===== src/design/twc_pkg.sv =====
package twc_pkg;

    // Timer rate in ticks per second; the remainder width and the scaling constants are derived from it.
    localparam int TICKS_PER_SECOND = 100;

    localparam int MICROS_PER_SEC  = 1000000;
    localparam int MICROS_PER_TICK = MICROS_PER_SEC / TICKS_PER_SECOND;
    localparam int MS_PER_TICK     = 1000 / TICKS_PER_SECOND;

    // Remainder of the elapsed ticks by the tick rate.
    localparam int REM_W = $clog2(TICKS_PER_SECOND) + 1;

    // floor(2^32 / rate): the estimate it gives is the true quotient or one short.
    localparam logic [32:0] TICK_RECIP = 33'((64'd1 << 32) / 64'(TICKS_PER_SECOND));

    // ceil(2^40 / micros per tick): exact quotient for any 20-bit fraction.
    localparam int FRAC_W     = 20;
    localparam int FRAC_SHIFT = 40;
    localparam logic [40:0] FRAC_RECIP =
        41'(((64'd1 << FRAC_SHIFT) + 64'(MICROS_PER_TICK) - 64'd1) / 64'(MICROS_PER_TICK));

    typedef enum logic [1:0] {
        MODE_TICK = 2'd0,
        MODE_READ = 2'd1,
        MODE_SET  = 2'd2
    } mode_t;

    typedef enum logic [1:0] {
        STATUS_OK         = 2'd0,
        STATUS_BAD_ARG    = 2'd1,
        STATUS_NO_RTC     = 2'd2,
        STATUS_WRITE_FAIL = 2'd3
    } status_t;

    typedef enum logic [2:0] {
        PHASE_UNKNOWN = 3'b001,
        PHASE_WATCH   = 3'b010,
        PHASE_SET     = 3'b100
    } phase_t;

    typedef struct packed {
        logic [1:0]        mode;
        logic              rtc_present;
        logic [31:0]       rtc_second;
        logic              rtc_write_ok;
        logic signed [31:0] new_second;
        logic signed [31:0] new_micros;
        logic [FRAC_W-1:0] frac_ticks;
    } item_t;

    typedef struct packed {
        logic [31:0] tick;
        logic [31:0] elapsed;
        logic [31:0] base_or_raw;
        logic        use_elapsed;
        status_t     status;
        logic        aligned;
    } exec_res_t;

    typedef struct packed {
        logic [31:0] tick;
        logic [31:0] uptime;
        logic [31:0] elapsed;
        logic [31:0] q_est;
        logic [31:0] base_or_raw;
        logic        use_elapsed;
        status_t     status;
        logic        aligned;
    } quot_res_t;

    typedef struct packed {
        logic [31:0]      tick;
        logic [31:0]      uptime;
        logic [31:0]      quot;
        logic [REM_W-1:0] rem;
        logic [31:0]      base_or_raw;
        logic             use_elapsed;
        status_t          status;
        logic             aligned;
    } div_res_t;

endpackage


===== src/design/twc_exec.sv =====
module twc_exec (
    input  logic              clk,
    input  logic              rst_n,
    input  logic              adv,
    input  twc_pkg::item_t    item,
    output twc_pkg::exec_res_t res_reg
);
    import twc_pkg::*;

    logic [31:0] tick_reg, tick_next;
    logic [31:0] base_second_reg, base_second_next;
    logic [31:0] base_tick_reg, base_tick_next;
    logic [31:0] watched_reg, watched_next;
    phase_t      phase_reg, phase_next;
    exec_res_t   res_next;
    logic [31:0] tick_inc;
    logic        bad_arg;

    assign tick_inc = tick_reg + 32'd1;
    assign bad_arg  = item.new_second[31] || item.new_micros[31]
                      || (item.new_micros[30:0] >= 31'(MICROS_PER_SEC));

    always_comb
    begin
        tick_next        = tick_reg;
        base_second_next = base_second_reg;
        base_tick_next   = base_tick_reg;
        watched_next     = watched_reg;
        phase_next       = phase_reg;

        res_next.tick        = tick_reg;
        res_next.elapsed     = tick_reg - base_tick_reg;
        res_next.base_or_raw = 32'd0;
        res_next.use_elapsed = 1'b0;
        res_next.status      = STATUS_OK;

        unique case (item.mode)
            MODE_TICK:
            begin
                tick_next     = tick_inc;
                res_next.tick = tick_inc;
                if (phase_reg != PHASE_SET && item.rtc_present)
                begin
                    if (phase_reg == PHASE_UNKNOWN)
                    begin
                        watched_next = item.rtc_second;
                        phase_next   = PHASE_WATCH;
                    end
                    else if (item.rtc_second != watched_reg)
                    begin
                        base_second_next = item.rtc_second;
                        base_tick_next   = tick_inc;
                        phase_next       = PHASE_SET;
                    end
                end
            end
            MODE_SET:
            begin
                priority if (bad_arg)
                    res_next.status = STATUS_BAD_ARG;
                else if (!item.rtc_present)
                    res_next.status = STATUS_NO_RTC;
                else if (!item.rtc_write_ok)
                    res_next.status = STATUS_WRITE_FAIL;
                else
                begin
                    base_second_next = item.new_second;
                    base_tick_next   = tick_reg - 32'(item.frac_ticks);
                    phase_next       = PHASE_SET;
                end
            end
            default:
            begin
                // Read; the unused mode code reads as well.
                if (phase_reg == PHASE_SET)
                begin
                    res_next.use_elapsed = 1'b1;
                    res_next.base_or_raw = base_second_reg;
                end
                else
                begin
                    res_next.base_or_raw = item.rtc_present ? item.rtc_second : 32'd0;
                end
            end
        endcase

        res_next.aligned = (phase_next == PHASE_SET);
    end

    always_ff @(posedge clk or negedge rst_n)
    begin
        if (!rst_n)
        begin
            tick_reg        <= '0;
            base_second_reg <= '0;
            base_tick_reg   <= '0;
            watched_reg     <= '0;
            phase_reg       <= PHASE_UNKNOWN;
        end
        else if (adv)
        begin
            tick_reg        <= tick_next;
            base_second_reg <= base_second_next;
            base_tick_reg   <= base_tick_next;
            watched_reg     <= watched_next;
            phase_reg       <= phase_next;
        end
    end

    always_ff @(posedge clk)
    begin
        if (adv)
            res_reg <= res_next;
    end

endmodule


===== src/design/twc_div.sv =====
module twc_div (
    input  logic               clk,
    input  logic               en_quot,
    input  logic               en_rem,
    input  twc_pkg::exec_res_t exec_res,
    output twc_pkg::div_res_t  div_reg
);
    import twc_pkg::*;

    quot_res_t   quot_reg, quot_next;
    div_res_t    div_next;
    logic [64:0] recip_prod;
    logic [31:0] back_prod;
    logic [31:0] rem_raw;

    // Reciprocal estimate of elapsed / rate, and the uptime in milliseconds.
    assign recip_prod = 65'(exec_res.elapsed) * 65'(TICK_RECIP);

    always_comb
    begin
        quot_next.tick        = exec_res.tick;
        quot_next.uptime      = exec_res.tick * 32'(MS_PER_TICK);
        quot_next.elapsed     = exec_res.elapsed;
        quot_next.q_est       = recip_prod[63:32];
        quot_next.base_or_raw = exec_res.base_or_raw;
        quot_next.use_elapsed = exec_res.use_elapsed;
        quot_next.status      = exec_res.status;
        quot_next.aligned     = exec_res.aligned;
    end

    // The estimate is at most one short: one compare and subtract fixes it.
    assign back_prod = quot_reg.q_est * 32'(TICKS_PER_SECOND);
    assign rem_raw   = quot_reg.elapsed - back_prod;

    always_comb
    begin
        div_next.tick        = quot_reg.tick;
        div_next.uptime      = quot_reg.uptime;
        div_next.base_or_raw = quot_reg.base_or_raw;
        div_next.use_elapsed = quot_reg.use_elapsed;
        div_next.status      = quot_reg.status;
        div_next.aligned     = quot_reg.aligned;
        if (rem_raw >= 32'(TICKS_PER_SECOND))
        begin
            div_next.quot = quot_reg.q_est + 32'd1;
            div_next.rem  = REM_W'(rem_raw - 32'(TICKS_PER_SECOND));
        end
        else
        begin
            div_next.quot = quot_reg.q_est;
            div_next.rem  = REM_W'(rem_raw);
        end
    end

    always_ff @(posedge clk)
    begin
        if (en_quot)
            quot_reg <= quot_next;
        if (en_rem)
            div_reg <= div_next;
    end

endmodule


===== src/design/tick_wall_clock_core.sv =====
// Wall clock kept from a timer tick and a whole-second RTC.
//
// Items arrive on the s_ stream: s_tuser carries the item kind (timer tick,
// read clock or set clock) and s_tdata the RTC observations and the set
// arguments. Every accepted item yields exactly one transfer on the m_
// stream, in order, carrying the clock reading, tick count, uptime, set
// status and alignment flag.
//
// A new item can be taken in every cycle while m_tready is high; the clock
// state is updated in the stage after the input register, so each item
// sees the state left by the one before. The stages after it split the
// elapsed-tick division into a reciprocal multiply, a remainder correction
// and the final scaling to microseconds.
//
// When the receiver holds m_tready low the finished result waits in the
// output register, and the earlier stages keep filling until every stage is
// occupied; only then does s_tready fall. Reset clears the tick count, the
// clock base and the alignment phase, and empties every stage.
module tick_wall_clock_core (
    input  logic         clk,
    input  logic         rst_n,
    input  logic         s_tvalid,
    output logic         s_tready,
    // [0] rtc_present, [32:1] rtc_second, [33] rtc_write_ok,
    // [65:34] new_second, [97:66] new_micros, [103:98] zero
    input  logic [103:0] s_tdata,
    // [1:0] mode
    input  logic [1:0]   s_tuser,
    output logic         m_tvalid,
    input  logic         m_tready,
    // [31:0] clock_second, [51:32] clock_micros, [83:52] tick_value,
    // [115:84] uptime_ms, [117:116] status, [118] is_aligned, [119] zero
    output logic [119:0] m_tdata
);
    import twc_pkg::*;

    logic        in_valid_reg, in_valid_next;
    logic        exec_valid_reg, exec_valid_next;
    logic        quot_valid_reg, quot_valid_next;
    logic        rem_valid_reg, rem_valid_next;
    logic        out_valid_reg, out_valid_next;
    logic [119:0] out_data_reg;
    item_t       item_reg, item_in;
    exec_res_t   exec_res;
    div_res_t    div_res;
    logic [60:0] frac_prod;
    logic        s_fire, adv_in, adv_exec, adv_quot, load_out;
    logic [31:0] clock_second;
    logic [FRAC_W-1:0] clock_micros;

    // Each stage moves on when the one ahead is empty or moving itself.
    assign load_out = rem_valid_reg && (!out_valid_reg || m_tready);
    assign adv_quot = quot_valid_reg && (!rem_valid_reg || load_out);
    assign adv_exec = exec_valid_reg && (!quot_valid_reg || adv_quot);
    assign adv_in   = in_valid_reg && (!exec_valid_reg || adv_exec);
    assign s_tready = !in_valid_reg || adv_in;
    assign s_fire   = s_tvalid && s_tready;

    assign in_valid_next   = s_fire || (in_valid_reg && !adv_in);
    assign exec_valid_next = adv_in || (exec_valid_reg && !adv_exec);
    assign quot_valid_next = adv_exec || (quot_valid_reg && !adv_quot);
    assign rem_valid_next  = adv_quot || (rem_valid_reg && !load_out);
    assign out_valid_next  = load_out || (out_valid_reg && !m_tready);

    // The set fraction in whole ticks is worked out ahead of the input
    // register, so the state stage only has a subtraction to do.
    assign frac_prod = 61'(s_tdata[85:66]) * 61'(FRAC_RECIP);

    always_comb
    begin
        item_in.mode         = s_tuser;
        item_in.rtc_present  = s_tdata[0];
        item_in.rtc_second   = s_tdata[32:1];
        item_in.rtc_write_ok = s_tdata[33];
        item_in.new_second   = s_tdata[65:34];
        item_in.new_micros   = s_tdata[97:66];
        item_in.frac_ticks   = frac_prod[FRAC_SHIFT+FRAC_W-1:FRAC_SHIFT];
    end

    twc_exec u_exec (
        .clk     (clk),
        .rst_n   (rst_n),
        .adv     (adv_in),
        .item    (item_reg),
        .res_reg (exec_res)
    );

    twc_div u_div (
        .clk      (clk),
        .en_quot  (adv_exec),
        .en_rem   (adv_quot),
        .exec_res (exec_res),
        .div_reg  (div_res)
    );

    // Before alignment a read passes the RTC second straight through, and ticks
    // and sets report second zero; in all these cases the fraction is zero.
    assign clock_second = div_res.use_elapsed ? (div_res.base_or_raw + div_res.quot)
                                              : div_res.base_or_raw;
    assign clock_micros = div_res.use_elapsed
                          ? FRAC_W'(FRAC_W'(div_res.rem) * FRAC_W'(MICROS_PER_TICK))
                          : '0;

    always_ff @(posedge clk or negedge rst_n)
    begin
        if (!rst_n)
        begin
            in_valid_reg   <= 1'b0;
            exec_valid_reg <= 1'b0;
            quot_valid_reg <= 1'b0;
            rem_valid_reg  <= 1'b0;
            out_valid_reg  <= 1'b0;
        end
        else
        begin
            in_valid_reg   <= in_valid_next;
            exec_valid_reg <= exec_valid_next;
            quot_valid_reg <= quot_valid_next;
            rem_valid_reg  <= rem_valid_next;
            out_valid_reg  <= out_valid_next;
        end
    end

    always_ff @(posedge clk)
    begin
        if (s_fire)
            item_reg <= item_in;
        if (load_out)
            out_data_reg <= {1'b0, div_res.aligned, div_res.status, div_res.uptime,
                             div_res.tick, clock_micros, clock_second};
    end

    assign m_tvalid = out_valid_reg;
    assign m_tdata  = out_data_reg;

endmodule

===== config.mk =====
export PLATFORM = sky130hd
export DESIGN_NAME = tick_wall_clock_core
export DESIGN_NICKNAME = d
export VERILOG_FILES = /design/src/design/twc_pkg.sv /design/src/design/twc_exec.sv /design/src/design/twc_div.sv /design/src/design/tick_wall_clock_core.sv
export SDC_FILE = /design/constraint.sdc
export NUM_CORES = 2
export LEC_CHECK = 0
export ABC_AREA = 0
export BUFFER_PORTS_ARGS = -buffer_cell sky130_fd_sc_hd__buf_2
export CAP_MARGIN = 20
export CORE_ASPECT_RATIO = 0.7
export CORE_MARGIN = 8
export CORE_UTILIZATION = 50
export CTS_CLUSTER_DIAMETER = 30
export DETAILED_ROUTE_END_ITERATION = 6
export PLACE_DENSITY_LB_ADDON = 0.25
export SLEW_MARGIN = 20
export SYNTH_ARGS = -nofsm -noshare
export SYNTH_HDL_FRONTEND = slang
export SYNTH_SLANG_ARGS = --single-unit

===== constraint.sdc =====
create_clock -name clk -period 9.43 [get_ports clk]
set_input_delay 1.4145 -clock clk [delete_from_list [all_inputs] [get_ports clk]]
set_output_delay 1.4145 -clock clk [all_outputs]
set_load 0.02 [all_outputs]

---- Yosys cells after proc, flatten, opt, wreduce, memory -nomap -nowiden ----
Cells that the tools add are included.
storage, ports and cells
  flip-flop bits (word level) ............. 752
  latch bits .............................. 0
  memory bits (writable) .................. 0
  ROM bits ................................ 0
  bits of input ports ..................... 110
  output and inout port bits .............. 122
  logic and storage cells ................. 139
  memories ................................ 0
operators by class
  add/sub/neg operators ................... 7
  multipliers ............................. 5
  divide/modulo/power cells ............... 0
  magnitude comparators ................... 2
  eq/ne operators ......................... 12
  shift-type cells ........................ 0
  muxes and demuxes ....................... 30
  bitwise gates (word level) .............. 1
  reductions and logical operators ........ 39
operator list
  operator                                               count
  two-way mux 32 bit                                     16
  one-hot mux 32 bit (2 select lines)                    2
  subtractor 32 bit                                      2
  multiplier 32 x 23 -> 55 bit, second input constant    1
  multiplier 20 x 27 -> 47 bit, second input constant    1
  two-way mux 34 bit                                     1
  adder 32 x 1 -> 32 bit, second input constant          1
  adder 32 x 27 -> 32 bit                                1
  >= comparator 32 x 7 -> 1 bit, second input constant   1
  multiplier 32 x 3 -> 31 bit, second input constant     1
  inequality test 32 bit                                 1
  subtractor 32 x 7 -> 32 bit                            1
  >= comparator 31 x 20 -> 1 bit, second input constant  1
  multiplier 26 x 5 -> 30 bit, second input constant     1
  adder 26 x 1 -> 27 bit, second input constant          1
  two-way mux 3 bit                                      6
  multiplier 8 x 10 -> 16 bit, second input constant     1
  logical OR 1 bit                                       12
  logical AND 1 bit                                      11
  zero test 1 bit                                        10
  inequality test 2 bit, second input constant           4
  AND reduction 8 bit                                    1
  subtractor 8 x 7 -> 8 bit, second input constant       1
  equality test 3 bit, second input constant             2
  other kinds (12)                                       16

---- Longest topological paths before layout ----
  depth in word-level cells ............... 12
  mapped depth ............................ 32
  gate-level depth less buffers ........... 29

---- By module ----
A second synthesis with hierarchy kept.
second synthesis, totals
  cell total of the unflattened synthesis .. 5149
  area, all modules ....................... 59962.5 sq um
modules (own cells, without submodules)
  module                instances  cells an instance  area an instance (sq um)  seq. area each (sq um)
  twc_div               1          2239               27113.5                   8618.3
  tick_wall_clock_core  1          1574               19434.9                   6791.5
  twc_exec              1          1336               13414.1                   6282.3

---- Worst setup path after synthesis ----
Ideal clock, no wire load.
  path type ............................... input to register
  from .................................... input port s_tdata[84]
  to ...................................... register item_reg[5] in the netlist's numbering (data pin)
  library setup time ...................... 258 ps
  arrival time ............................ 7085 ps
  data required time ...................... 9172 ps
  slack ................................... 2088 ps
  cell stages on the path ................. 23
  buffers on the path ..................... 0
  path through ............................ inv_1 ha_1 inv_1 fa_1 inv_1 fa_1 inv_1 fa_1 inv_1 fa_1 inv_1 fa_1 fa_1 ha_1 nand3_1 or4_1 o32ai_1 nor4_1 nor3_1 nor2_1 o211ai_1 a21oi_1 xnor2_1
on the way
  cells in the longest elaborated chain, start to end .. 1
RTL lines
  what                          line                         text
  from (decl)                   tick_wall_clock_core.sv:26   input logic [103:0] s_tdata,
  multiplier 20 x 27 -> 47 bit  tick_wall_clock_core.sv:67   assign frac_prod = 61'(s_tdata[85:66]) * 61'(FRAC_RECIP);
  named net frac_prod[45]       tick_wall_clock_core.sv:46   logic [60:0] frac_prod;
  to (signal assigned)          tick_wall_clock_core.sv:127  item_reg <= item_in;
  to (decl)                     tick_wall_clock_core.sv:43   item_t item_reg, item_in;
The timed path passes the listed nets, and every way through them passes these cells.
A chain may end at the register's enable or synchronous reset.

==> results.sh <==
export IMPL_post_place_cells=6596
export IMPL_timing_final_crit_period_ps=8006
export IMPL_layout_area_seq_um2=21420
export IMPL_drt_antenna_violating_nets=0
export IMPL_avgSynthCellArea_um2=11.73
export IMPL_detail_route_wl_per_cell_um=20.17
export IMPL_finalMaxSlewViolations=0
export IMPL_stdcell_count=6804
export IMPL_cts_clk_slew_worst_paths_ps=60
export IMPL_design_final_nets=6617
export IMPL_crit_required_ps=9880
export IMPL_cpMaxStageDelayCell="edfxtp_1"
export IMPL_multi_input_comb_area_um2=32200
export IMPL_hpwlAfterDp_mm=109.9
export IMPL_routed_via_count=36190
export IMPL_cp_cell_sequence="ha_1 -> fa_1 -> fa_1 -> inv_1 -> fa_1 -> fa_1 -> fa_1 -> inv_1 -> fa_1 -> ha_1 -> and4_1 -> nand4_1 -> a2111oi_0 -> buf_4 -> nor4_1 -> buf_4 -> a211oi_1 -> buf_4 -> o2111ai_1 -> a31oi_1 -> a311o_1 -> a21oi_1 -> xnor2_1"
export IMPL_cp_data_arrival_time_ps=8460
export IMPL_design_die_area_um2=126200
export IMPL_io_pins=232
export IMPL_totalWireLength_mm=137.2
export IMPL_tightestPinTransition_ps=1151
export IMPL_initialDrtViolationCount=2594
export IMPL_synth_main_ff_cell="edfxtp_1"
export IMPL_number_of_flip_flops_in_the_largest_register=132
export IMPL_most_common_layout_cells="inv_1, ha_1, edfxtp_1"
export IMPL_post_synth_inst_count=4898
export IMPL_initial_utilization_pct=50.19
export IMPL_slew_headroom_pct=23.30
export IMPL_cap_violations=0
export IMPL_post_cts_setup_buffers=0
export IMPL_grt_antenna_before_repair=10
export IMPL_clock_sinks=736
export IMPL_hp_class="reg -> reg"
export IMPL_yosys_area_top_type_share_pct=31.35
export IMPL_clk_insertion_delay_late_ps=710
export IMPL_post_synth_top_area_cell="edfxtp_1"
export IMPL_detailedRoute_firstPassIterationCount=5
export IMPL_worst_setup_path_type="reg -> reg"
export IMPL_grt_first_pass_wirelength_mm=214.5
export IMPL_viasPerCell=5.319
export IMPL_hold_ws_ps=404.4
export IMPL_synth_edf_count=600
export IMPL_grt_total_usage_pct=21.68
export IMPL_commonest_non_fill_non_tap_cell_in_the_layout="inv_1"
export IMPL_cts_htree_levels=3
export IMPL_post_synth_num_cell_types=82
export IMPL_postSynthRegisterBits=736
export IMPL_crit_path_frequent_cell="fa_1"
export IMPL_cpPeakStageDelay_ps=930
export IMPL_timing_final_crit_share_pct=84.90
export IMPL_outcome="finished clean"
export IMPL_drc_errors=0
export IMPL_globalRouteOverflowTotal=0
export IMPL_ys_seq_area_share_pct=37.27
export IMPL_post_cts_resized_instances=0
export IMPL_layout_overhead_on_the_synthesized_area_pct=11.51
export IMPL_core_region_area_um2=114500
export IMPL_grt_start_max_net_pins=138
export IMPL_crit_path_max_fanout=11
export IMPL_vias_in_the_first_global_route=36660
export IMPL_synthesis_area_um2=57470
export IMPL_ys_warnings_count=0
export IMPL_fmax_mhz=124.9
export IMPL_timing_final_setup_violations=0
export IMPL_crit_path_end_kind="flip-flop"
export IMPL_worst_clock_skew_ps=49.75
export IMPL_n_fill_cell=9670
export IMPL_unrepaired_setup_endpoints_after_global_routing="false"
export IMPL_gpl_wtd_cong=0.9186
export IMPL_cts_tree="built"
export IMPL_setup_tns_final_ps=0
export IMPL_synth_async_sr_flop_share_pct=18.48
export IMPL_fp_dieH_um=299.7
export IMPL_numCtsBuffers=107
export IMPL_die_w_um=421.2
export IMPL_worstSetupStartpointType="flip-flop"
export IMPL_final_hold_viol_count=0
export IMPL_cts_buffer_depth=3
export IMPL_ys_top_cells_by_area="edfxtp_1, fa_1, ha_1"
export IMPL_final_util_pct=55.96
export IMPL_portBuffers=219
export IMPL_final_layout_size_suffix_gt1_share_pct=10.17
export IMPL_cts_hold_buffers_added=0
export IMPL_cts_root_buf="clkbuf_16"
export IMPL_placement_rows=104
## through the flow
step           setup WS (ps)  cell area (um2)
6_report                1424            64080
5_1_grt                 1032            64070
4_1_cts                 1503            64070
3_5_place_dp           896.7            60380
3_3_place_gp           900.6            60380
2_1_floorplan           2088            57490
## synth_stat cells (29+ instances only)
cell	instances
a21o_1	54
a21oi_1	158
a22o_1	32
a31oi_1	56
clkbuf_1	62
dfrtp_1	135
edfxtp_1	600
fa_1	534
ha_1	805
inv_1	920
mux2_2	57
nand2_1	220
nand2b_1	29
nand3_1	62
nand4_1	33
nor2_1	212
nor2b_1	34
nor3_1	67
o211ai_1	29
o21a_1	44
o21ai_0	115
xnor2_1	214
xor2_1	90
## metal layers
metal  GRT usage (%)  wire, um  vias to the layer above
met3           4.553      9337                      135
met5               0        13                        -
met4           3.580      1973                        2
met1           33.53     67340                    17910
li1                -         -                    17210
met2           31.86     58560                      936
## cells by family after synthesis
family	Yosys count	synth area share (%)
buffers and inverters	1018	6.806
multiplexers	60	1.171
other	1	0.006525
AO/OA/AOI/OAI	649	7.417
flip-flops	736	37.27
adder cells (fa/ha/maj)	1339	36.13
XOR/XNOR	304	4.633
AND/OR/NAND/NOR	791	6.566
## final timing paths
check,startpoint,to,slack (ps),cells past startpoint
worst max-delay path,u_exec.res_reg[53],u_div.quot_reg[61],1420,23
worst min-delay path,u_div.div_next[18],u_div.div_reg[18],400,0
worst max register to register,u_exec.res_reg[53],u_div.quot_reg[61],1420,23
worst min register to register,u_div.div_next[18],u_div.div_reg[18],400,0
max in group asynchronous,rst_n,u_exec.base_second_reg[30],7300,2
min in group asynchronous,rst_n,u_exec.watched_reg[20],700,1
## final cells by class
type	count	area share (%)
multi-input combinational	3149	50.25
clock inverter	85	1.472
sequential	736	33.43
tap	1537	3.001
timing repair buffer	253	2.138
clock buffer	119	4.297
inverter	921	5.398
antenna	4	0.01562
## critical path: cells and delay by family (launching register included)
family	cells	cell delay (ps)
AO/OA/AOI/OAI	6	1680
adder cells (fa/ha/maj)	8	3740
XOR/XNOR	1	130
flip-flops	1	930
buffers and inverters	5	710
AND/OR/NAND/NOR	3	530
Power is not shown: default switching activity piles up to over one toggle a cycle in this logic, so the estimate is an artifact.
